$ cat src/rtl/cbcp_pkg.sv
package cbcp_pkg;

  localparam int COORD_BITS = 24;
  localparam int FRAC_BITS  = 8;
  localparam int SIZE_BITS  = 15;
  localparam int GAP_BITS   = COORD_BITS + 1;
  localparam int DIFF_BITS  = COORD_BITS;
  localparam int SQ_BITS    = 2 * DIFF_BITS;
  localparam int SUM_BITS   = SQ_BITS + 1;
  localparam int RAD_BITS   = 2 * GAP_BITS;
  localparam int REM_BITS   = GAP_BITS + 1;
  localparam int WREM_BITS  = GAP_BITS + 3;
  localparam int EXT_BITS   =
    ((COORD_BITS > SIZE_BITS + FRAC_BITS) ? COORD_BITS : SIZE_BITS + FRAC_BITS) + 2;

  localparam int QUEUE_DEPTH    = 4;
  localparam int QUEUE_PTR_BITS = $clog2(QUEUE_DEPTH);
  localparam int QUEUE_CNT_BITS = $clog2(QUEUE_DEPTH + 1);

  typedef struct packed {
    logic signed [COORD_BITS-1:0] centre_x;
    logic signed [COORD_BITS-1:0] centre_y;
    logic signed [COORD_BITS-1:0] box_left;
    logic signed [COORD_BITS-1:0] box_top;
    logic        [SIZE_BITS-1:0]  box_width;
    logic        [SIZE_BITS-1:0]  box_height;
  } in_item_t;

  typedef struct packed {
    logic signed [COORD_BITS-1:0] near_x;
    logic signed [COORD_BITS-1:0] near_y;
    logic        [GAP_BITS-1:0]   gap;
  } out_item_t;

  typedef struct packed {
    logic signed [COORD_BITS-1:0] near_x;
    logic signed [COORD_BITS-1:0] near_y;
    logic        [DIFF_BITS-1:0]  dx;
    logic        [DIFF_BITS-1:0]  dy;
  } clamp_item_t;

endpackage

$ cat src/rtl/cbcp_queue.sv
module cbcp_queue (
  input  logic                   clk,
  input  logic                   rst_n,
  input  logic                   push_valid,
  output logic                   push_full,
  input  cbcp_pkg::clamp_item_t  push_data,
  input  logic                   pop_ready,
  output logic                   pop_valid,
  output cbcp_pkg::clamp_item_t  pop_data
);
  import cbcp_pkg::*;

  clamp_item_t               mem_r [QUEUE_DEPTH];
  logic [QUEUE_PTR_BITS-1:0] wr_ptr_r, wr_ptr_nxt;
  logic [QUEUE_PTR_BITS-1:0] rd_ptr_r, rd_ptr_nxt;
  logic [QUEUE_CNT_BITS-1:0] count_r, count_nxt;
  logic                      do_push;
  logic                      do_pop;

  assign push_full = (count_r == QUEUE_CNT_BITS'(QUEUE_DEPTH));
  assign pop_valid = (count_r != '0);
  assign pop_data  = mem_r[rd_ptr_r];
  assign do_push   = push_valid && !push_full;
  assign do_pop    = pop_ready && pop_valid;

  always_comb begin
    wr_ptr_nxt = do_push ? wr_ptr_r + 1'b1 : wr_ptr_r;
    rd_ptr_nxt = do_pop ? rd_ptr_r + 1'b1 : rd_ptr_r;
    count_nxt  = count_r;
    if (do_push && !do_pop) begin
      count_nxt = count_r + 1'b1;
    end else if (do_pop && !do_push) begin
      count_nxt = count_r - 1'b1;
    end
  end

  always_ff @(posedge clk) begin
    if (!rst_n) begin
      wr_ptr_r <= '0;
      rd_ptr_r <= '0;
      count_r  <= '0;
    end else begin
      wr_ptr_r <= wr_ptr_nxt;
      rd_ptr_r <= rd_ptr_nxt;
      count_r  <= count_nxt;
    end
  end

  always_ff @(posedge clk) begin
    if (do_push) begin
      mem_r[wr_ptr_r] <= push_data;
    end
  end

endmodule

$ cat config.mk
export PLATFORM = sky130hd
export DESIGN_NAME = cbcp_queue
export DESIGN_NICKNAME = d
export VERILOG_FILES = /design/src/rtl/cbcp_pkg.sv /design/src/rtl/cbcp_queue.sv
export SDC_FILE = /design/constraint.sdc
export NUM_CORES = 1
export LEC_CHECK = 0
export ABC_AREA = 1
export BUFFER_PORTS_ARGS = -buffer_cell sky130_fd_sc_hd__buf_2
export CORE_ASPECT_RATIO = 1.1
export CORE_MARGIN = 5
export CORE_UTILIZATION = 61
export DETAILED_ROUTE_END_ITERATION = 8
export HOLD_SLACK_MARGIN = 0.06
export PLACE_DENSITY = 0.84
export RECOVER_POWER = 50
export SLEW_MARGIN = 10
export SYNTH_ARGS = -nofsm -noshare
export SYNTH_HDL_FRONTEND = slang
export SYNTH_SLANG_ARGS = --single-unit
$ cat constraint.sdc
create_clock -name clk -period 11.9 [get_ports clk]
set_clock_uncertainty 0.2 [all_clocks]
set_input_delay 2.38 -clock clk [delete_from_list [all_inputs] [get_ports clk]]
set_output_delay 2.38 -clock clk [all_outputs]
set_load 0.03 [all_outputs]
# Word-level counts from Yosys, hierarchy flattened
# Memory sizes are Yosys's and may differ from the RTL's. A register that Yosys moved wholly into a read port is not among the register bits.
# Index checks and enable logic that the tools add are counted.
[op_classes]
n_mux = 6
n_reduce_logical = 9
addsub = 4
eq_ne = 1
[op_table]
columns = ["cell", "count"]
rows = [
  ["$mux W3", 2],
  ["$add A2 B1 Y2 const B", 2],
  ["$logic_and A1 B1 Y1", 4],
  ["$mux W2", 2],
  ["$add A3 B1 Y3 const B", 1],
  ["$eq A3 B3 Y1 const B", 1],
  ["$logic_not A1 Y1", 3],
  ["$reduce_bool A3 Y1", 1],
  ["$sub A3 B1 Y3 const B", 1],
  ["$mux W1", 2],
  ["$reduce_bool A2 Y1", 1],
]
[totals]
word_cells = 24
ramBits = 384
output_inout_bits = 98
memories = 1
register_bits = 7
in_bits = 100
[mem_list]
columns = ["name", "words", "word_bits", "rd", "rd_clocked_by_memory_dff", "wr", "line_no", "text"]
rows = [
  ["mem_r", 4, 96, 1, 1, 1, "cbcp_queue.sv:13", "clamp_item_t mem_r [QUEUE_DEPTH];"],
]

# Logic depth before layout (Yosys ltp)
# Gate-level depths: netlist of run 1.
[logic_depth]
depth_word = 7
mapped_depth = 13

# Worst setup path before layout of run 1
# No wires, ideal clock.
[synth_timing]
path_type = "input port to flip-flop"
start = "input port push_valid"
end = "memory mem_r[0][0] (netlist name) (enable)"
stages = 2
slack_ps = 4660
n_path_buf = 0
arrival_ps = 6488
path_cell_list = "nand2_1 -> nor2_1"
[synth_between]
elab_chain_len = 3
[synth_rtl]
columns = ["item", "line_no", "text"]
rows = [
  ["from (decl)", "cbcp_queue.sv:4", "input logic push_valid,"],
  ["$logic_and A1 B1 Y1", "cbcp_queue.sv:23", "assign do_push = push_valid && !push_full;"],
  ["$mux W1", "cbcp_queue.sv:50", "if (do_push) begin"],
  ["$mux W1 (not written as such)", "cbcp_queue.sv:51", "mem_r[wr_ptr_r] <= push_data;"],
  ["to (decl)", "cbcp_queue.sv:13", ""],
]
# No other way between the ends.

==> results of run 1 <==
==> report_power, final <==
group	switching [uW]	internal, uW	total (uW)
Combinational	812	266	1080
Clock	462	645	1110
Sequential	64.4	1690	1750
==> metal layers <==
layer  wire length, um  up-vias
li1                  -     4115
met1             11590     4327
met2             15010      371
met3              2633       79
met4               982        4
met5                25        -
==> layout make-up <==
type	instances	area (um2)	area share
Sequential cell	393	11720	0.6969
Multi-Input combinational cell	525	2560	0.1522
Inverter	17	70.07	0.004167
Timing Repair Buffer	207	927.1	0.05513
Antenna cell	3	7.507	0.0004464
Tap cell	305	381.6	0.02269
Clock buffer	49	1013	0.06027
Clock inverter	17	137.6	0.008185
==> cell families (layout without fill, tap and decap cells) <==
kind of cell	after synthesis	in the layout	share of synthesized area
compound gates	292	292	0.1071
xor+xnor	1	1	0.0005935
fa+ha+maj	6	6	0.005595
buf+inv	79	290	0.03518
flops	393	393	0.7934
other cells	0	3	0
simple gates	226	226	0.05807
==> through the flow <==
step	utilization	instance area, um2	instances
after global placement	0.6643	15790	1447
after detailed placement	0.6643	15790	1447
after floorplan	-	14760	997
after global routing	0.7072	16810	1514
after CTS	0.7128	16940	1513
final	0.7074	16820	1516
==> cell usage in the layout (no fill, tap or decap), drive strengths merged, types with 3 or more instances in the layout <==
cell,Yosys,layout
a21oi,3,3
clkinv,0,14
o22ai,96,96
dfxtp,9,9
edfxtp,384,384
nand3,4,4
buf,42,106
clkbuf,20,150
nand2,15,15
inv,17,17
o21ai,193,193
ha,5,5
diode,0,3
nor2,206,206
==> worst paths after layout <==
check	startpoint	endpoint	slack, ns	cells after the start
worst max register to register	count_r[0]	mem_r[3][52]	7.92	5
worst max-delay path	flop	pop_data[81]	5.73	5
worst min register to register	rd_ptr_r[0]	flop	0.30	2
worst min-delay path	rd_ptr_r[0]	flop	0.30	2
==> state kept, by name, indices dropped and copies added (netlist names), named ones only <==
signal	count
mem_r	384
wr_ptr_r	2
rd_ptr_r	2
count_r	3
==> critical path, stage by stage (launching register included) <==
cell and delay (ns):
dfxtp_4 1.01, clkinv_2 0.91, buf_4 0.58, o21ai_0 0.20, o22ai_1 0.13, buf_2 0.21
==> flow_summary.toml, run 1 <==
[run_status]
outcome = "finished with violations"
violations = "max-capacitance violations, max-slew violations"

[logic_synthesis]
ys_seq_area_frac = 0.7934
synthTopCellsByCount = "384 x edfxtp_1, 206 x nor2_1, 102 x o21ai_0"
async_reset_ff_frac = 0
synthTopCellsByArea = "edfxtp_1 78%, nor2_1 5.2%, o22ai_1 4.1%, o21ai_0 3.5%, o21ai_1 3.1%"
synth_cell_types = 21
ys_ff_latch = 393
netlist_area_um2 = 14760
yosys.area.top_type = "edfxtp_1"
syn_nets = 1103
yosysTopAreaCellShare = 0.7812
synth_area_per_cell_um2 = 14.80
synth_edf_count = 384
yosysWarnings = 0
yosys.cell_count.top_type = "edfxtp_1"
synth-main-ff-cell = "edfxtp_1"
syn_inst = 997

[sta]
max_slew_margin = -1.101
fin_tns_setup_ns = 0
fmax_mhz = 162.1
setup_viol = 0
timing.hold.ws_ns = 0.3014
rsz0062_at_grt = "no"
postLayoutSetupSlackWorst_ns = 5.729
maxSlewViolCount = 133
fin_crit_sh = 0.5185
finalHoldViolCount = 0
fin_crit_ns = 6.171
tightest_slew_ns = 3.152

[placed_design]
gp_congestion = 0.7518
portBuffers = 197
dpl.hpwl_um = 17080
place_ws_ns = 6.202

[die]
num_io_pins = 198
rows = 59
chipWidth_um = 158.3
die_h_um = 173.1
dieArea_um2 = 27410
core_area_um2 = 23770
start_util = 0.6210

[global_routing]
grt_use_met2 = 0.3535
grt_pass1_vias = 8925
met3_usage = 0.05225
grt_usage = 0.2158
busiest_layer = "met2"
antenna_found_initial = 3
grt.met1_usage = 0.2858
grt_pass1_wl_um = 46480
grt_overflow = 0
grt_max_degree = 117

[power]
powerDensity_nw_per_um2 = 234.0
ir_drop_mv = 0.2085
power_uw = 3935
p_leak_uw = 0.005662

[run]
max_cap_violations = 3

[drt]
routed_wirelength_um = 30240
vias_per_cell = 5.868
drtAntennaViolNets = 0
dr.first_iter.drc_count = 743
wl_per_cell_um = 19.95
detail_route.first_pass.iterations = 5
via_count = 8896
drc_errors = 0

[clock_network]
hold_buffers = 0
clkTransAtPathRegs_ns = 0.06
cts_tree = "built"
clock_path_buffers = 3
cts_setup_buffers = 0
numCtsBuffers = 38
root_buffer = "clkbuf_16"
clk_latency_ns = 0.50
h-tree-depth = 2
clkSinkCount = 393
post_cts_resized = 0

[finish]
nets = 1288
drive_above_1_share = 0.1358
final.fill_count = 1532
area_growth_pct = 13.93

[setup_path]
critical_path_class = "flop to output port"
path_max_fanout = 97
end_kind = "output port"
crit_required_ns = 9.32
critPathArrivalTime_ns = 3.59
start_kind = "flop"

[hold_path]
hp-class = "flop to flop"
(Power assumes the default switching activity.)
==> run 2, diff against run 1 <==
--- a/config.mk
+++ b/config.mk
@@ -9,10 +9,10 @@
 export BUFFER_PORTS_ARGS = -buffer_cell sky130_fd_sc_hd__buf_2
 export CORE_ASPECT_RATIO = 1.1
 export CORE_MARGIN = 5
-export CORE_UTILIZATION = 61
+export CORE_UTILIZATION = 57
 export DETAILED_ROUTE_END_ITERATION = 8
 export HOLD_SLACK_MARGIN = 0.06
-export PLACE_DENSITY = 0.84
+export PLACE_DENSITY = 0.79
 export RECOVER_POWER = 50
 export SLEW_MARGIN = 10
 export SYNTH_ARGS = -nofsm -noshare
==> constraint.sdc (replaced) <==
create_clock -name clk -period 5.75 [get_ports clk]
set_clock_uncertainty 0.2 [all_clocks]
set_input_delay 1.15 -clock clk [delete_from_list [all_inputs] [get_ports clk]]
set_output_delay 1.15 -clock clk [all_outputs]
set_load 0.03 [all_outputs]
==> run 2 against run 1 <==
The run still ends with max-capacitance violations, max-slew violations left. Register-to-register slack lost 5.5 ns. Non-clock buffer count grew 6. Flip-flop and latch count stayed put. Critical path type unchanged. Critical endpoint is now pop_data[60]. Largest cell class unchanged.
==> flow_summary.toml, run 2 (synthesized netlist as in run 1, its figures left out) <==
[setup_path]
r2r-start = "count_r[0]"
critPathArrivalTime_ns = 2.89
critical_path_class = "flop to output port"
crit_required_ns = 4.40
endpoint = "pop_data[60]"
end_kind = "output port"
rr_worst_depth = 5
start_kind = "flop"
r2r_end = "mem_r[0][35]"
path_max_fanout = 126
regToRegSetupSlack_ns = 2.40

[sta]
setup_viol = 0
tightest_slew_ns = 2.316
finalHoldViolCount = 0
maxSlewViolCount = 74
postLayoutSetupSlackWorst_ns = 1.512
max_slew_margin = -0.5442
fin_crit_ns = 4.238
fmax_mhz = 235.9
fin_crit_sh = 0.7371
timing.hold.ws_ns = 0.3047
rsz0062_at_grt = "no"

[die]
num_io_pins = 198
start_util = 0.5808
dieArea_um2 = 29220
chipWidth_um = 163.4
die_h_um = 178.8
rows = 61
core_area_um2 = 25420

[global_routing]
antenna_found_initial = 2
grt_pass1_vias = 8884
grt_usage = 0.2030
grt_pass1_wl_um = 46330
grt_overflow = 0
grt_max_degree = 127

[clock_network]
numCtsBuffers = 38
clkTransAtPathRegs_ns = 0.06
clkSinkCount = 393
clock_path_buffers = 3
post_cts_resized = 0
root_buffer = "clkbuf_16"
h-tree-depth = 2
hold_buffers = 0
cts_tree = "built"
cts_setup_buffers = 0
clk_latency_ns = 0.50

[finish]
area_growth_pct = 14.72
multi_input_area_um2 = 2560
nets = 1294
final_cell_mix = "384 x edfxtp_1, 202 x nor2_1, 105 x clkbuf_1"
postLayoutCoreUtil = 0.6662
ff_latch_area_um2 = 11720
final_common_cell = "edfxtp_1"
largest_register = "mem_r"
final_cell_area_um2 = 16930
reg_top3 = "mem_r (384), count_r (3)"
largest_register_ffs = 384
final.fill_count = 1784
drive_above_1_share = 0.1394

[drt]
detail_route.first_pass.iterations = 5
dr.first_iter.drc_count = 767
drc_errors = 0
wl_per_cell_um = 19.32
vias_per_cell = 5.620
routed_wirelength_um = 30130
via_count = 8762
drtAntennaViolNets = 0

[run]
max_cap_violations = 2

[placed_design]
placed_area_um2 = 15890
portBuffers = 197
dpl.hpwl_um = 16860
gp_congestion = 0.7653
place_ws_ns = 2.018

[run_status]
violations = "max-capacitance violations, max-slew violations"
outcome = "finished with violations"

[power]
ir_drop_mv = 0.5232
powerDensity_nw_per_um2 = 482.6
p_leak_uw = 0.005708

[hold_path]
hp-class = "flop to flop"
[run 2: cell count changes in the layout (fill, tap and decap cells not counted), sizes merged]
cell	previous run	this run
buf	106	113
clkbuf	150	147
clkinv	14	15
clkinvlp	1	0
diode	3	1
[run 2: worst max-delay path: stages (launching register included)]
cell and delay [ns]:
dfxtp_4 0.53, inv_6 0.75, buf_4 0.52, o21ai_1 0.10, o22ai_1 0.21, buf_2 0.24
[run 2: worst min-delay path by stage]
stage	cells past startpoint	to	start	slack, ns
finish	2	flop	rd_ptr_r[0]	0.30
global placement	2	flop	rd_ptr_r[1]	0.27
global route	2	flop	rd_ptr_r[1]	0.34
detailed placement	2	flop	rd_ptr_r[1]	0.29
CTS	2	flop	rd_ptr_r[1]	0.31
floorplan	2	flop	rd_ptr_r[1]	0.26
[run 2: power by group]
| part | internal, uW | leakage [uW] | switching (uW) |
|---|---|---|---|
| Sequential | 3490 | 0.00359 | 108 |
| Clock | 1360 | 0.000573 | 963 |
| Combinational | 558 | 0.00154 | 1690 |
[run 2: area by class of cell]
type	count	share of cell area
Sequential cell	393	0.6921
Inverter	17	0.004138
Timing Repair Buffer	213	0.05764
Multi-Input combinational cell	525	0.1512
Antenna cell	1	0.0001478
Clock inverter	17	0.008054
Tap cell	346	0.02557
Clock buffer	47	0.06118
[run 2: metal layers]
metal | track usage | share of wire | vias to the layer above
met5 | 0 | 0.00090 | -
met4 | 0.05977 | 0.020 | 4
met3 | 0.05059 | 0.074 | 48
met2 | 0.3474 | 0.50 | 293
met1 | 0.2603 | 0.40 | 4282
li1 | - | - | 4135
[run 2: metrics by stage]
step	TNS [ns]	power, uW	std cells
after floorplan	-99.66	5340	997
after detailed placement	0	5935	1494
after global placement	0	5878	1494
after CTS	0	8255	1558
after global routing	0	8558	1558
final	0	8172	1559
