**src/rtl/cbcp_pkg.sv**
```systemverilog
package cbcp_pkg;

  localparam int COORD_BITS = 24;
  localparam int FRAC_BITS  = 8;
  localparam int SIZE_BITS  = 15;
  localparam int GAP_BITS   = COORD_BITS + 1;
  localparam int DIFF_BITS  = COORD_BITS;
  localparam int SQ_BITS    = 2 * DIFF_BITS;
  localparam int SUM_BITS   = SQ_BITS + 1;
  localparam int RAD_BITS   = 2 * GAP_BITS;
  localparam int REM_BITS   = GAP_BITS + 1;
  localparam int WREM_BITS  = GAP_BITS + 3;
  localparam int EXT_BITS   =
    ((COORD_BITS > SIZE_BITS + FRAC_BITS) ? COORD_BITS : SIZE_BITS + FRAC_BITS) + 2;

  localparam int QUEUE_DEPTH    = 4;
  localparam int QUEUE_PTR_BITS = $clog2(QUEUE_DEPTH);
  localparam int QUEUE_CNT_BITS = $clog2(QUEUE_DEPTH + 1);

  typedef struct packed {
    logic signed [COORD_BITS-1:0] centre_x;
    logic signed [COORD_BITS-1:0] centre_y;
    logic signed [COORD_BITS-1:0] box_left;
    logic signed [COORD_BITS-1:0] box_top;
    logic        [SIZE_BITS-1:0]  box_width;
    logic        [SIZE_BITS-1:0]  box_height;
  } in_item_t;

  typedef struct packed {
    logic signed [COORD_BITS-1:0] near_x;
    logic signed [COORD_BITS-1:0] near_y;
    logic        [GAP_BITS-1:0]   gap;
  } out_item_t;

  typedef struct packed {
    logic signed [COORD_BITS-1:0] near_x;
    logic signed [COORD_BITS-1:0] near_y;
    logic        [DIFF_BITS-1:0]  dx;
    logic        [DIFF_BITS-1:0]  dy;
  } clamp_item_t;

endpackage

```
**src/rtl/cbcp_front.sv**
```systemverilog
module cbcp_front (
  input  logic                   clk,
  input  logic                   rst_n,
  input  logic                   in_valid,
  output logic                   in_stall,
  input  cbcp_pkg::in_item_t     in_data,
  output logic                   push_valid,
  input  logic                   push_full,
  output cbcp_pkg::clamp_item_t  push_data
);
  import cbcp_pkg::*;

  logic                       front_v_r;
  logic                       front_v_nxt;
  clamp_item_t                item_r;
  clamp_item_t                item_nxt;
  logic                       in_take;
  logic                       push_take;
  logic signed [EXT_BITS-1:0] cx_e, cy_e, left_e, top_e, w_e, h_e;
  logic signed [EXT_BITS-1:0] right_e, bottom_e, mx, my, nx, ny, ddx, ddy;

  assign in_stall   = front_v_r && push_full;
  assign in_take    = in_valid && !in_stall;
  assign push_valid = front_v_r;
  assign push_take  = front_v_r && !push_full;
  assign push_data  = item_r;

  always_comb begin
    cx_e     = {{(EXT_BITS-COORD_BITS){in_data.centre_x[COORD_BITS-1]}}, in_data.centre_x};
    cy_e     = {{(EXT_BITS-COORD_BITS){in_data.centre_y[COORD_BITS-1]}}, in_data.centre_y};
    left_e   = {{(EXT_BITS-COORD_BITS){in_data.box_left[COORD_BITS-1]}}, in_data.box_left};
    top_e    = {{(EXT_BITS-COORD_BITS){in_data.box_top[COORD_BITS-1]}}, in_data.box_top};
    w_e      = EXT_BITS'({in_data.box_width, {FRAC_BITS{1'b0}}});
    h_e      = EXT_BITS'({in_data.box_height, {FRAC_BITS{1'b0}}});
    right_e  = left_e + w_e;
    bottom_e = top_e + h_e;
    mx       = (cx_e < right_e) ? cx_e : right_e;
    my       = (cy_e < bottom_e) ? cy_e : bottom_e;
    nx       = (mx > left_e) ? mx : left_e;
    ny       = (my > top_e) ? my : top_e;
    ddx      = (cx_e >= nx) ? (cx_e - nx) : (nx - cx_e);
    ddy      = (cy_e >= ny) ? (cy_e - ny) : (ny - cy_e);
    item_nxt.near_x = nx[COORD_BITS-1:0];
    item_nxt.near_y = ny[COORD_BITS-1:0];
    item_nxt.dx     = ddx[DIFF_BITS-1:0];
    item_nxt.dy     = ddy[DIFF_BITS-1:0];
  end

  always_comb begin
    front_v_nxt = front_v_r;
    if (in_take) begin
      front_v_nxt = 1'b1;
    end else if (push_take) begin
      front_v_nxt = 1'b0;
    end
  end

  always_ff @(posedge clk) begin
    if (!rst_n) begin
      front_v_r <= 1'b0;
    end else begin
      front_v_r <= front_v_nxt;
    end
  end

  always_ff @(posedge clk) begin
    if (in_take) begin
      item_r <= item_nxt;
    end
  end

endmodule

```
**config.mk**
```make
export PLATFORM = sky130hd
export DESIGN_NAME = cbcp_front
export DESIGN_NICKNAME = d
export VERILOG_FILES = /design/src/rtl/cbcp_pkg.sv /design/src/rtl/cbcp_front.sv
export SDC_FILE = /design/constraint.sdc
export NUM_CORES = 1
export LEC_CHECK = 0
export BUFFER_PORTS_ARGS = -buffer_cell sky130_fd_sc_hd__clkbuf_2
export CAP_MARGIN = 30
export CORE_AREA = 2 2 150 152
export DETAILED_ROUTE_END_ITERATION = 8
export DIE_AREA = 0 0 152 154
export GPL_ROUTABILITY_DRIVEN = 0
export PLACE_DENSITY = 0.83
export SYNTH_ARGS = -nofsm -noshare
export SYNTH_HDL_FRONTEND = slang
export SYNTH_SLANG_ARGS = --single-unit
```
**constraint.sdc**
```tcl
create_clock -name clk -period 13.3 [get_ports clk]
set_input_delay 2.66 -clock clk [delete_from_list [all_inputs] [get_ports clk]]
set_output_delay 2.66 -clock clk [all_outputs]
set_load 0.02 [all_outputs]
```
# Word level (Yosys, flattened, before mapping)
# Index checks and enable logic that the tools add are counted.
# classes
add_sub_neg	6
magnitude_cmp	6
n_mux	8
reduce_logical	6
# op_table
cell	n
26-bit two-way mux	4
24-bit subtractor	4
24-bit by 26-bit greater-or-equal comparator with 1-bit output	2
26-bit by 24-bit > comparator with 1-bit output	2
24-bit by 24-bit adder with 25-bit output	2
24-bit by 25-bit less-than comparator with 1-bit output	2
24-bit two-way mux	2
1-bit logical AND	3
1-bit logical NOT	2
1-bit two-way mux	2
2-bit nonzero test	1
# word_totals
regBits	97
input_bits	130

# Logic depth before layout (Yosys ltp)
# Gate-level depths: netlist (run 1).
# logic_depth
word_depth	7
ltp_mapped	44

# Worst setup path after synthesis (run 1)
# Ideal clock, no wire load.
# synth_timing
path_type	input-to-reg
from	input in_data[15] (netlist name)
to	register item_r, in the netlist push_data[31], data pin
setup_ns	0.262
t_arrival_ns	10.328
path_slack_ns	2.710
cell_stages	41
path_buffers	3
cell_sequence	ha_1 > inv_1 > fa_1 > nor2b_1 > o21ai_0 > a21oi_1 > a21oi_1 > a21oi_1 > xnor2_1 > ha_1 > a21o_1 > a211oi_1 > a21oi_1 > nor4b_1 > o211ai_1 > nand2_1 > clkbuf_1 > o21ai_1 > (+5 left out) > xnor2_1 > a41oi_2 > nand2_2 > mux2_2 > ha_1 > inv_1 > fa_1 > a211oi_1 > o21bai_1 > a21o_1 > a2111oi_4 > nor2_1 > a21bo_1 > buf_6 > buf_6 > a211oi_2 > a21oi_1 > xor2_1
# synth_via
elab_chain_cells	7
word_cells_on_any_way	9
# synth_lines
element	line_no	rtl
start: declaration	cbcp_front.sv:6	input cbcp_pkg::in_item_t in_data,
24-bit by 24-bit adder with 25-bit output *	cbcp_front.sv:35	right_e = left_e + w_e;
24-bit by 25-bit less-than comparator with 1-bit output	cbcp_front.sv:37	mx = (cx_e < right_e) ? cx_e : right_e;
26-bit two-way mux *	cbcp_front.sv:37	
26-bit by 24-bit > comparator with 1-bit output	cbcp_front.sv:39	nx = (mx > left_e) ? mx : left_e;
26-bit two-way mux *	cbcp_front.sv:39	
via nx[0]	cbcp_front.sv:20	logic signed [EXT_BITS-1:0] right_e, bottom_e, mx, my, nx, ny, ddx, ddy;
24-bit subtractor or 24-bit by 26-bit greater-or-equal comparator with 1-bit output (tied branches)	cbcp_front.sv:41	ddx = (cx_e >= nx) ? (cx_e - nx) : (nx - cx_e);
24-bit two-way mux *	cbcp_front.sv:41	
via ddx[7]	cbcp_front.sv:20	
end signal: assignment	cbcp_front.sv:68	item_r <= item_nxt;
end: declaration	cbcp_front.sv:15	clamp_item_t item_r;
# The timed path passes the listed nets; every way through them passes the cells marked *.
# A chain may end at the register's enable or synchronous reset.

# Worst setup path in the final report (run 1)
# layout_timing
from	input in_data[38] (netlist name)
to	register item_r, in the netlist push_data[15], data pin
# layout_via
elab_chain_cells	7
word_cells_on_any_way	9
# layout_lines
element	line_no	rtl
24-bit by 24-bit adder with 25-bit output	cbcp_front.sv:36	bottom_e = top_e + h_e;
24-bit by 25-bit less-than comparator with 1-bit output	cbcp_front.sv:38	my = (cy_e < bottom_e) ? cy_e : bottom_e;
26-bit two-way mux	cbcp_front.sv:38	
26-bit by 24-bit > comparator with 1-bit output	cbcp_front.sv:40	ny = (my > top_e) ? my : top_e;
26-bit two-way mux *	cbcp_front.sv:40	
via ny[0]	cbcp_front.sv:20	
24-bit subtractor or 24-bit by 26-bit greater-or-equal comparator with 1-bit output (tied branches)	cbcp_front.sv:42	ddy = (cy_e >= ny) ? (cy_e - ny) : (ny - cy_e);
24-bit two-way mux *	cbcp_front.sv:42	
via ddy[15]	cbcp_front.sv:20	
# Marks and branches as above.

==> metrics.txt, run 1 <==
skew final=between 0.006 and 0.007 ns; Max FO, Critical Path=23; r2r endpoint=push_data[73]; die area=23400 µm²; P&R area growth vs syn=13.1%; H-tree levels=3; setup TNS=0 ns; number of synthesized flops with an enable pin=96; cell with the largest stage delay on the worst path=a21oi_4; CP most frequent cell=ha_1; drt wl/cell=roughly 18 µm; first-pass GRT wire length=54700 µm; post-route ant nets=0; Core Area=21700 µm²; type of the worst setup path=in2reg; Final Hold Fails=0; Int Pwr=1.50 mW; row count=54; Cell variety after synth=76; max-slew violations=0; post-synth top area share=0.227; FMAX=~80 MHz; most frequent cells in the layout=clkbuf_2 (227), ha_1 (224), inv_1 (142); Largest delay share family, worst path=compound AO/OA/AOI/OAI gates; WP data required=13.41 ns; DRT Wirelength=34500 µm; Mean Syn Cell Area=around 8.9 µm²; Design Area, Final=14400 µm²; Sw Pwr=1.38 mW; worst setup path startpoint=in_data[38]; Initial Util=0.587; relative slew slack=0.347; Pwr per Cell Area=200 nW/µm²; crit start category=input port; period utilization=0.945; worst setup margin=0.726 ns; most common cell after layout, fill and taps aside=clkbuf_2; WP buf/inv=3; CTS sink count=between 90 and 100; DIE HEIGHT=154 µm; Mapped Area=~13000 µm²; GR Util All Layers=0.284; switching part of the total=0.480; Post-CTS Setup Inserts=0; TritonRoute pass-1 iters=5; CTS clk-pin slew, worst paths=0.07 ns; clk root buf=clkbuf_16; RSZ-0062 raised after global routing=false; Slew @ Worst Pin=0.977 ns; Finished Layout Cells=~1.9k; initial antenna violation count=0; register area share after synthesis=0.228; nets@finish=1989; worst-case reg-to-reg path depth=3; Post-Synthesis Cells=about 1.4k; fraction of layout cells with a size suffix above 1=0.184; GR Overflow Total=0; # hold bufs at CTS=0; prevailing post-synth register cell=edfxtp_1; largest net degree at the start of global routing=53; maximum vdd drop=a little over 0.09 mV; Async SR Flop Fraction=0; combinational share of power=0.709; post-DP HPWL=28400 µm; Ys Warns=0; Area contributors post-synth=edfxtp_1 (23%), ha_1 (22%), mux2i_1 (7.9%); Post-DP Area=14100 µm²; Synth Register Bits=97; final setup fails=0; Port Buffers=227; Critical Path End Type=flop; post-layout util=0.663; RR Startpoint=push_valid; Inserted Clock Buffers=9; fill count=roughly 1.7k; syn nets=1792; power share of the clock group=0.096; Post-CTS Resized=0; Pleak=around 7.3 nW; Reg power frac=0.195; DR iter-0 viols=894; Chip Width=152 µm; Cells after DPL=1898; vias post-DR=11.8k; dpl ws=around 0.51 ns; Min Clock Period, post-route=12.57 ns; status=completed; end of the critical path=push_data[15]; Hold Crit Class=reg2reg; ANT cells=0; crit-path max cell delay=0.79 ns; Longest Clk Path Bufs=2; top cell type by total area after synthesis=edfxtp_1; worst path arrival time=12.68 ns; Critical Path Stages=39; Worst R2R Setup Slack=11.53 ns; Vias/cell=between 6 and 7; max-cap violations=0; IO Count=228; CTS tree=built; Post-route DRC=0; vias in the first global route=11.3k; Worst-Skew Late Latency=0.36 ns
[metrics by stage]
stage               hold slack, ns  total power [mW]
CTS                          0.677              2.86
global route                 0.717              3.08
finish                       0.667              2.88
floorplan                    0.830              2.12
global placement             0.640              2.50
detailed placement           0.665              2.56
[power groups by stage]
stage	clock, mW	sequential [mW]	combinational [mW]
final	0.278	0.562	2.04
after global routing	0.290	0.574	2.22
after CTS	0.283	0.564	2.01
after detailed placement	0	0.569	1.99
after global placement	0	0.567	1.93
after floorplan	0	0.709	1.41
[final cells by class]
type	count	area [µm²]	area share
multi-input cells	1143	9070	0.631
flip-flops and latches	97	2900	0.202
repair buffers	236	1220	0.0845
inverters	142	533	0.0370
well taps	280	350	0.0243
clock buffers	9	225	0.0157
clock inverters	7	86.3	0.00600
[tightest hold or removal path, cell delays in order (launching register included)]
cell     delay (ns)
dfxtp_1        0.32
and2_1         0.20
o21a_1         0.12
[cells in the mapped netlist, drive strengths merged (11+ instances only)]
library cell and count:
ha 224, inv 142, a21oi 137, mux2i 101, o21ai 100, edfxtp 96
nand2 90, a21o 76, nor2 62, xnor2 38, xor2 33, buf 26
nand4 25, clkbuf 24, nand3 23, o21a 22, a211oi 21, mux2 20
nor2b 18, nand2b 14, o21bai 14, nor3 11
[routing by layer]
metal  part of all wire  vias up  global-route usage
met2               0.47      628               0.488
met5                  0        -                   0
li1                   -     5622                   -
met1               0.40     5484               0.357
met3              0.077      115              0.0271
met4              0.049        0               0.146
[logic make-up (layout without fill, tap and decap cells)]
group / count (synthesis) / after routing / synth area share
compound gates: 438 / 438 / 0.225
xor+xnor: 71 / 71 / 0.0489
fa+ha+maj: 230 / 230 / 0.230
buf+inv: 192 / 394 / 0.0622
flops: 97 / 97 / 0.228
mux: 121 / 121 / 0.0971
simple gates: 283 / 283 / 0.109
[worst min path at each step]
| stage | start | endpoint | slack [ns] | cells after the start |
|---|---|---|---|---|
| floorplan | push_valid | push_valid | 0.83 | 2 |
| global placement | push_valid | push_valid | 0.64 | 2 |
| detailed placement | push_valid | push_valid | 0.66 | 2 |
| CTS | push_valid | push_valid | 0.68 | 2 |
| global route | push_valid | push_valid | 0.72 | 2 |
| finish | push_valid | push_valid | 0.67 | 2 |
[flip-flops by register name, summed over array words and instances (netlist names)]
signal	count
push_valid	1
push_data	96
Note: power is estimated with default switching activity, not from simulation.
==> run 2, diff against run 1 <==
--- a/config.mk
+++ b/config.mk
@@ -12,6 +12,7 @@
 export DIE_AREA = 0 0 152 154
 export GPL_ROUTABILITY_DRIVEN = 0
 export PLACE_DENSITY = 0.83
+export RECOVER_POWER = 50
 export SYNTH_ARGS = -nofsm -noshare
 export SYNTH_HDL_FRONTEND = slang
 export SYNTH_SLANG_ARGS = --single-unit
==> run 2 against run 1 <==
Net effect:
- the run now ends with max-capacitance violations, max-slew violations left
- cell count unchanged
- utilization decreased by 0.69 points
- worst setup slack improved by 0.013 ns
- highest routed layer unchanged
- clock skew increased by 0.00089 ns
- critical path depth unchanged
- largest cell class unchanged
- sequential share of layout area increased by 0.21 points
==> metrics.txt, run 2 (same netlist as run 1, synthesis figures left out) <==
GR Util All Layers=0.284 (unchanged); GR Overflow Total=0 (unchanged); Post-CTS Resized=0 (unchanged); TritonRoute pass-1 iters=9 (+4); grt peak-use layer=met2; crit-path max cell delay=0.79 ns (about the same); CP most frequent cell=ha_1; largest net degree at the start of global routing=53 (unchanged); Pleak=7.03 nW (-4.2%); setup TNS=0 ns (unchanged); DIE HEIGHT=154 µm (unchanged); first-pass GRT wire length=54700 µm (unchanged); global-route track usage on met3=0.0271 (unchanged); max FFs per register=96 (unchanged); row count=54 (unchanged); met1 Resource Use GR=0.357 (unchanged); post-DP HPWL=28400 µm (unchanged); Slew @ Worst Pin=2.88 ns (+1.91 ns); fraction of layout cells with a size suffix above 1=0.123 (-0.0612); CTS sink count=97 (unchanged); Chip Width=152 µm (unchanged); cell with the largest stage delay on the worst path=a21oi_4; Min Clock Period, post-route=12.56 ns (-0.0127 ns); CTS tree=built; DR iter-0 viols=863 (-3.5%); die area=23400 µm² (unchanged); vias post-DR=11.8k (-0.70%); Initial Util=0.587 (unchanged); crit start category=input port; Longest Clk Path Bufs=2 (unchanged); RSZ-0062 raised after global routing=false; M2 GR Usage=0.488 (unchanged); P&R area growth vs syn=11.9%; status=finished with violations; Post-route DRC=0 (unchanged); Pwr per Cell Area=201 nW/µm² (+0.13%); final setup fails=0 (unchanged); Hold Crit Class=reg2reg; Inserted Clock Buffers=9 (unchanged); most frequent cells in the layout=ha_1 (224), inv_1 (142), a21oi_1 (136); type of the worst setup path=in2reg; most common cell after layout, fill and taps aside=ha_1; skew final=0.00691 ns (+0.000887 ns); Final Hold Fails=0 (unchanged); Worst-Skew Late Latency=0.36 ns (about the same); violated checks=max-capacitance violations, max-slew violations; drt wl/cell=18.0 µm (+0.20%); H-tree levels=3 (unchanged); IO Count=228 (unchanged); vias in the first global route=11.3k (unchanged); ANT cells=0 (unchanged); initial antenna violation count=0 (unchanged); worst path arrival time=12.67 ns (about the same); max-cap violations=2 (+2); Largest delay share family, worst path=compound AO/OA/AOI/OAI gates; DRT Wirelength=34500 µm (+0.20%); Core Area=21700 µm² (unchanged); CTS clk-pin slew, worst paths=0.08 ns (about the same); WP buf/inv=3 (unchanged); clk root buf=clkbuf_16; FMAX=79.6 MHz (+0.10%); maximum vdd drop=0.0905 mV (-1.1%); relative slew slack=-0.922 (-1.27); Max FO, Critical Path=23 (unchanged); WP data required=13.41 ns (about the same); post-route ant nets=0 (unchanged); post-layout util=0.657 (-0.00687); Port Buffers=227 (unchanged); # hold bufs at CTS=0 (unchanged); nets@finish=1989 (unchanged); Critical Path End Type=flop; Post-CTS Setup Inserts=0 (unchanged); Vias/cell=6.15 (-0.70%); Worst R2R Setup Slack=9.69 ns (-1.84 ns); max-slew violations=93 (+93); period utilization=0.944 (-0.000953)
run 2: metal layers:
layer	part of all wire	vias to the layer above
li1	-	5622
met4	0.048	0
met2	0.47	592
met1	0.41	5453
met3	0.074	99
met5	0	-
run 2: path summary, 6_finish.rpt:
path	startpoint	endpoint	depth (start not counted)
worst max-delay path	in_data[0]	push_data[15]	39
worst min-delay path	push_valid	push_valid	2
worst max register to register	push_valid	push_data[74]	3
worst min register to register	push_valid	push_valid	2
run 2: cell type report:
cell class | count | area [µm²]
fill | 1777 | 7450
sequential | 97 | 2900
multi-input combinational | 1143 | 9070
tap | 280 | 350
clock buffer | 9 | 225
inverter | 142 | 533
clock inverter | 7 | 86.3
timing repair buffer | 236 | 1070
run 2: stage by stage:
step / cells / worst slack (ns) / instance area [µm²] / power (mW) / hold WS (ns)
after global placement: 1897 / 0.846 / 14100 / 2.50 / 0.640
after CTS: 1914 / 0.882 / 14400 / 2.86 / 0.677
final: 1914 / 0.738 / 14200 / 2.86 / 0.643
after detailed placement: 1898 / 0.511 / 14100 / 2.56 / 0.665
after floorplan: 1432 / 2.71 / 12700 / 2.12 / 0.830
after global routing: 1914 / 0.123 / 14200 / 3.06 / 0.693
run 2: worst reg2reg max path, stage by stage (launching register included):
cell      delay (ns)
dfxtp_1         0.31
and2_0          0.16
nor2b_1         0.58
clkbuf_1        2.10
run 2: power by group:
| part | switching, mW | internal [mW] | total [mW] |
|---|---|---|---|
| clock | 0.128 | 0.150 | 0.278 |
| combinational | 1.22 | 0.792 | 2.02 |
| sequential | 0.0309 | 0.532 | 0.563 |
==> run 3, diff against run 2 <==
--- a/config.mk
+++ b/config.mk
@@ -8,9 +8,9 @@
 export BUFFER_PORTS_ARGS = -buffer_cell sky130_fd_sc_hd__clkbuf_2
 export CAP_MARGIN = 30
 export CORE_AREA = 2 2 150 152
+export CTS_BUF_LIST = sky130_fd_sc_hd__clkbuf_8
 export DETAILED_ROUTE_END_ITERATION = 8
 export DIE_AREA = 0 0 152 154
-export GPL_ROUTABILITY_DRIVEN = 0
 export PLACE_DENSITY = 0.83
 export RECOVER_POWER = 50
 export SYNTH_ARGS = -nofsm -noshare
==> constraint.sdc (replaced) <==
create_clock -name clk -period 12.3 [get_ports clk]
set_input_delay 2.46 -clock clk [delete_from_list [all_inputs] [get_ports clk]]
set_output_delay 2.46 -clock clk [all_outputs]
set_load 0.02 [all_outputs]
==> run 3 against run 2 <==
Net effect:
- the run still ends with max-capacitance violations, max-slew violations left
- worst hold slack improved by 0.10 ns
- global-route usage rose by 0.63 points
- register-to-register slack got worse by 0.55 ns
- sequential share of layout area barely moved
- via count fell by 0.69%
- first-iteration DRC count rose by 4.8%
- worst setup slack got worse by 0.11 ns
- highest routed layer unchanged
- combinational power rose by 9%
- wire length rose by 1.3%
- largest power group unchanged
- clock skew rose by 0.0079 ns
- clock power fell by 22%
==> metrics.txt, run 3 (same netlist as run 1, synthesis figures left out) <==
Worst-Skew Late Latency=0.40 ns (+0.04 ns); Slew @ Worst Pin=2.88 ns (-0.00156 ns); max-cap violations=2 (unchanged); DRT Wirelength=35000 µm (+1.3%); RePlAce Congestion=0.903; Max FO, Critical Path=16 (-30%); final setup fails=0 (unchanged); DIE HEIGHT=154 µm (unchanged); area of the multi-input gates=9090 µm² (+0.23%); nets@finish=1999 (+0.50%); violated checks=max-capacitance violations, max-slew violations; Longest Clk Path Bufs=2 (unchanged); CTS tree=built; total power=3.04 mW (+6.4%); maximum vdd drop=0.0876 mV (-3.2%); worst path arrival time=11.81 ns (-0.86 ns); P&R area growth vs syn=12.1%; Post-route DRC=0 (unchanged); post-layout util=0.658 (+0.00104); max FFs per register=96 (unchanged); fraction of layout cells with a size suffix above 1=0.153 (+0.0297); setup TNS=0 ns (unchanged); vias post-DR=11.7k (-0.69%); skew final=0.0148 ns (+0.00791 ns); relative slew slack=-0.921 (+0.00104); Port Buffers=227 (unchanged); GR Overflow Total=0 (unchanged); Inserted Clock Buffers=9 (unchanged); die area=23400 µm² (unchanged); Min Clock Period, post-route=11.67 ns; CTS sink count=97 (unchanged); cell with the largest stage delay on the worst path=nor4_2; vias in the first global route=11.0k (-1.9%); period utilization=0.949; Initial Util=0.587 (unchanged); worst hold margin=0.744 ns (+0.102 ns); clk root buf=clkbuf_8; Chip Width=152 µm (unchanged); crit start category=input port; drt wl/cell=18.2 µm (+0.76%); Final Hold Fails=0 (unchanged); crit-path max cell delay=0.49 ns (-0.30 ns); Critical Path End Type=flop; H-tree levels=3 (unchanged); CTS clk-pin slew, worst paths=0.11 ns (+0.03 ns); TritonRoute pass-1 iters=5 (-4); FMAX=85.7 MHz; WP data required=12.44 ns (-0.97 ns); WP buf/inv=5 (+2); CP most frequent cell=ha_1; most common cell after layout, fill and taps aside=ha_1; Vias/cell=6.07 (-1.2%); RSZ-0062 raised after global routing=false; initial antenna violation count=0 (unchanged); ANT cells=0 (unchanged); FF/Latch Area=2900 µm² (unchanged); first-pass GRT wire length=55800 µm (+2.0%); status=finished with violations; Largest delay share family, worst path=compound AO/OA/AOI/OAI gates; max-slew violations=98 (+5.4%); Pwr per Cell Area=213 nW/µm² (+6.2%); Core Area=21700 µm² (unchanged); fill count=1820 (+2.4%); DR iter-0 viols=904 (+4.8%); IO Count=228 (unchanged); Pleak=7.14 nW (+1.6%); most frequent cells in the layout=ha_1 (224), clkbuf_2 (167), inv_1 (142); post-route ant nets=0 (unchanged); post-DP HPWL=29000 µm (+2.2%); Hold Crit Class=reg2reg; row count=54 (unchanged); type of the worst setup path=in2reg; GR Util All Layers=0.291 (+0.00635); Finished Layout Cells=1924 (+0.52%); largest net degree at the start of global routing=52 (-1.9%); Cells after DPL=1906 (+0.42%)
==> run 3: path summary, 6_finish.rpt <==
kind	start	end	slack [ns]	cells after the start
max	in_data[38]	push_data[15]	0.63	40
min	push_valid	push_valid	0.74	2
max reg2reg	push_valid	push_data[56]	9.14	3
min reg2reg	push_valid	push_valid	0.74	2
==> run 3: worst min-delay path: stages (launching register included) <==
cell	delay, ns
dfxtp_1	0.33
and2_0	0.20
o21a_1	0.19
==> run 3: layer usage <==
| layer | global-route usage | share of wire | vias up |
|---|---|---|---|
| met5 | 0 | 0 | - |
| met4 | 0.0935 | 0.028 | 0 |
| met3 | 0.0321 | 0.063 | 76 |
| met2 | 0.489 | 0.46 | 489 |
| met1 | 0.393 | 0.45 | 5472 |
| li1 | - | - | 5648 |
==> run 3: through the flow <==
step | cell area [µm²] | setup WS [ns]
after floorplan | 12700 | 1.91
final | 14300 | 0.632
after CTS | 14300 | 0.221
after global placement | 14100 | -0.457
after detailed placement | 14100 | -0.420
after global routing | 14300 | 0.0338
==> run 3: where the power goes <==
part / switching (mW) / internal [mW] / leakage, nW / total (mW)
registers: 0.0401 / 0.575 / 0.939 / 0.615
clock network: 0.136 / 0.0802 / 0.0966 / 0.217
logic: 1.33 / 0.882 / 6.11 / 2.21
==> run 3: what timing repair did <==
item                       in CTS  in global routing
resized for setup               1                  1
hold buffers                    0                  0
setup endpoints to repair       7                 23
buffers inserted                0                  2
==> run 3: layout make-up <==
cell class / count / area share
clock inverter: 7 / 0.00474
inverter: 142 / 0.0374
sequential: 97 / 0.204
multi-input combinational: 1143 / 0.637
timing repair buffer: 246 / 0.0839
clock buffer: 9 / 0.00869
tap: 280 / 0.0246
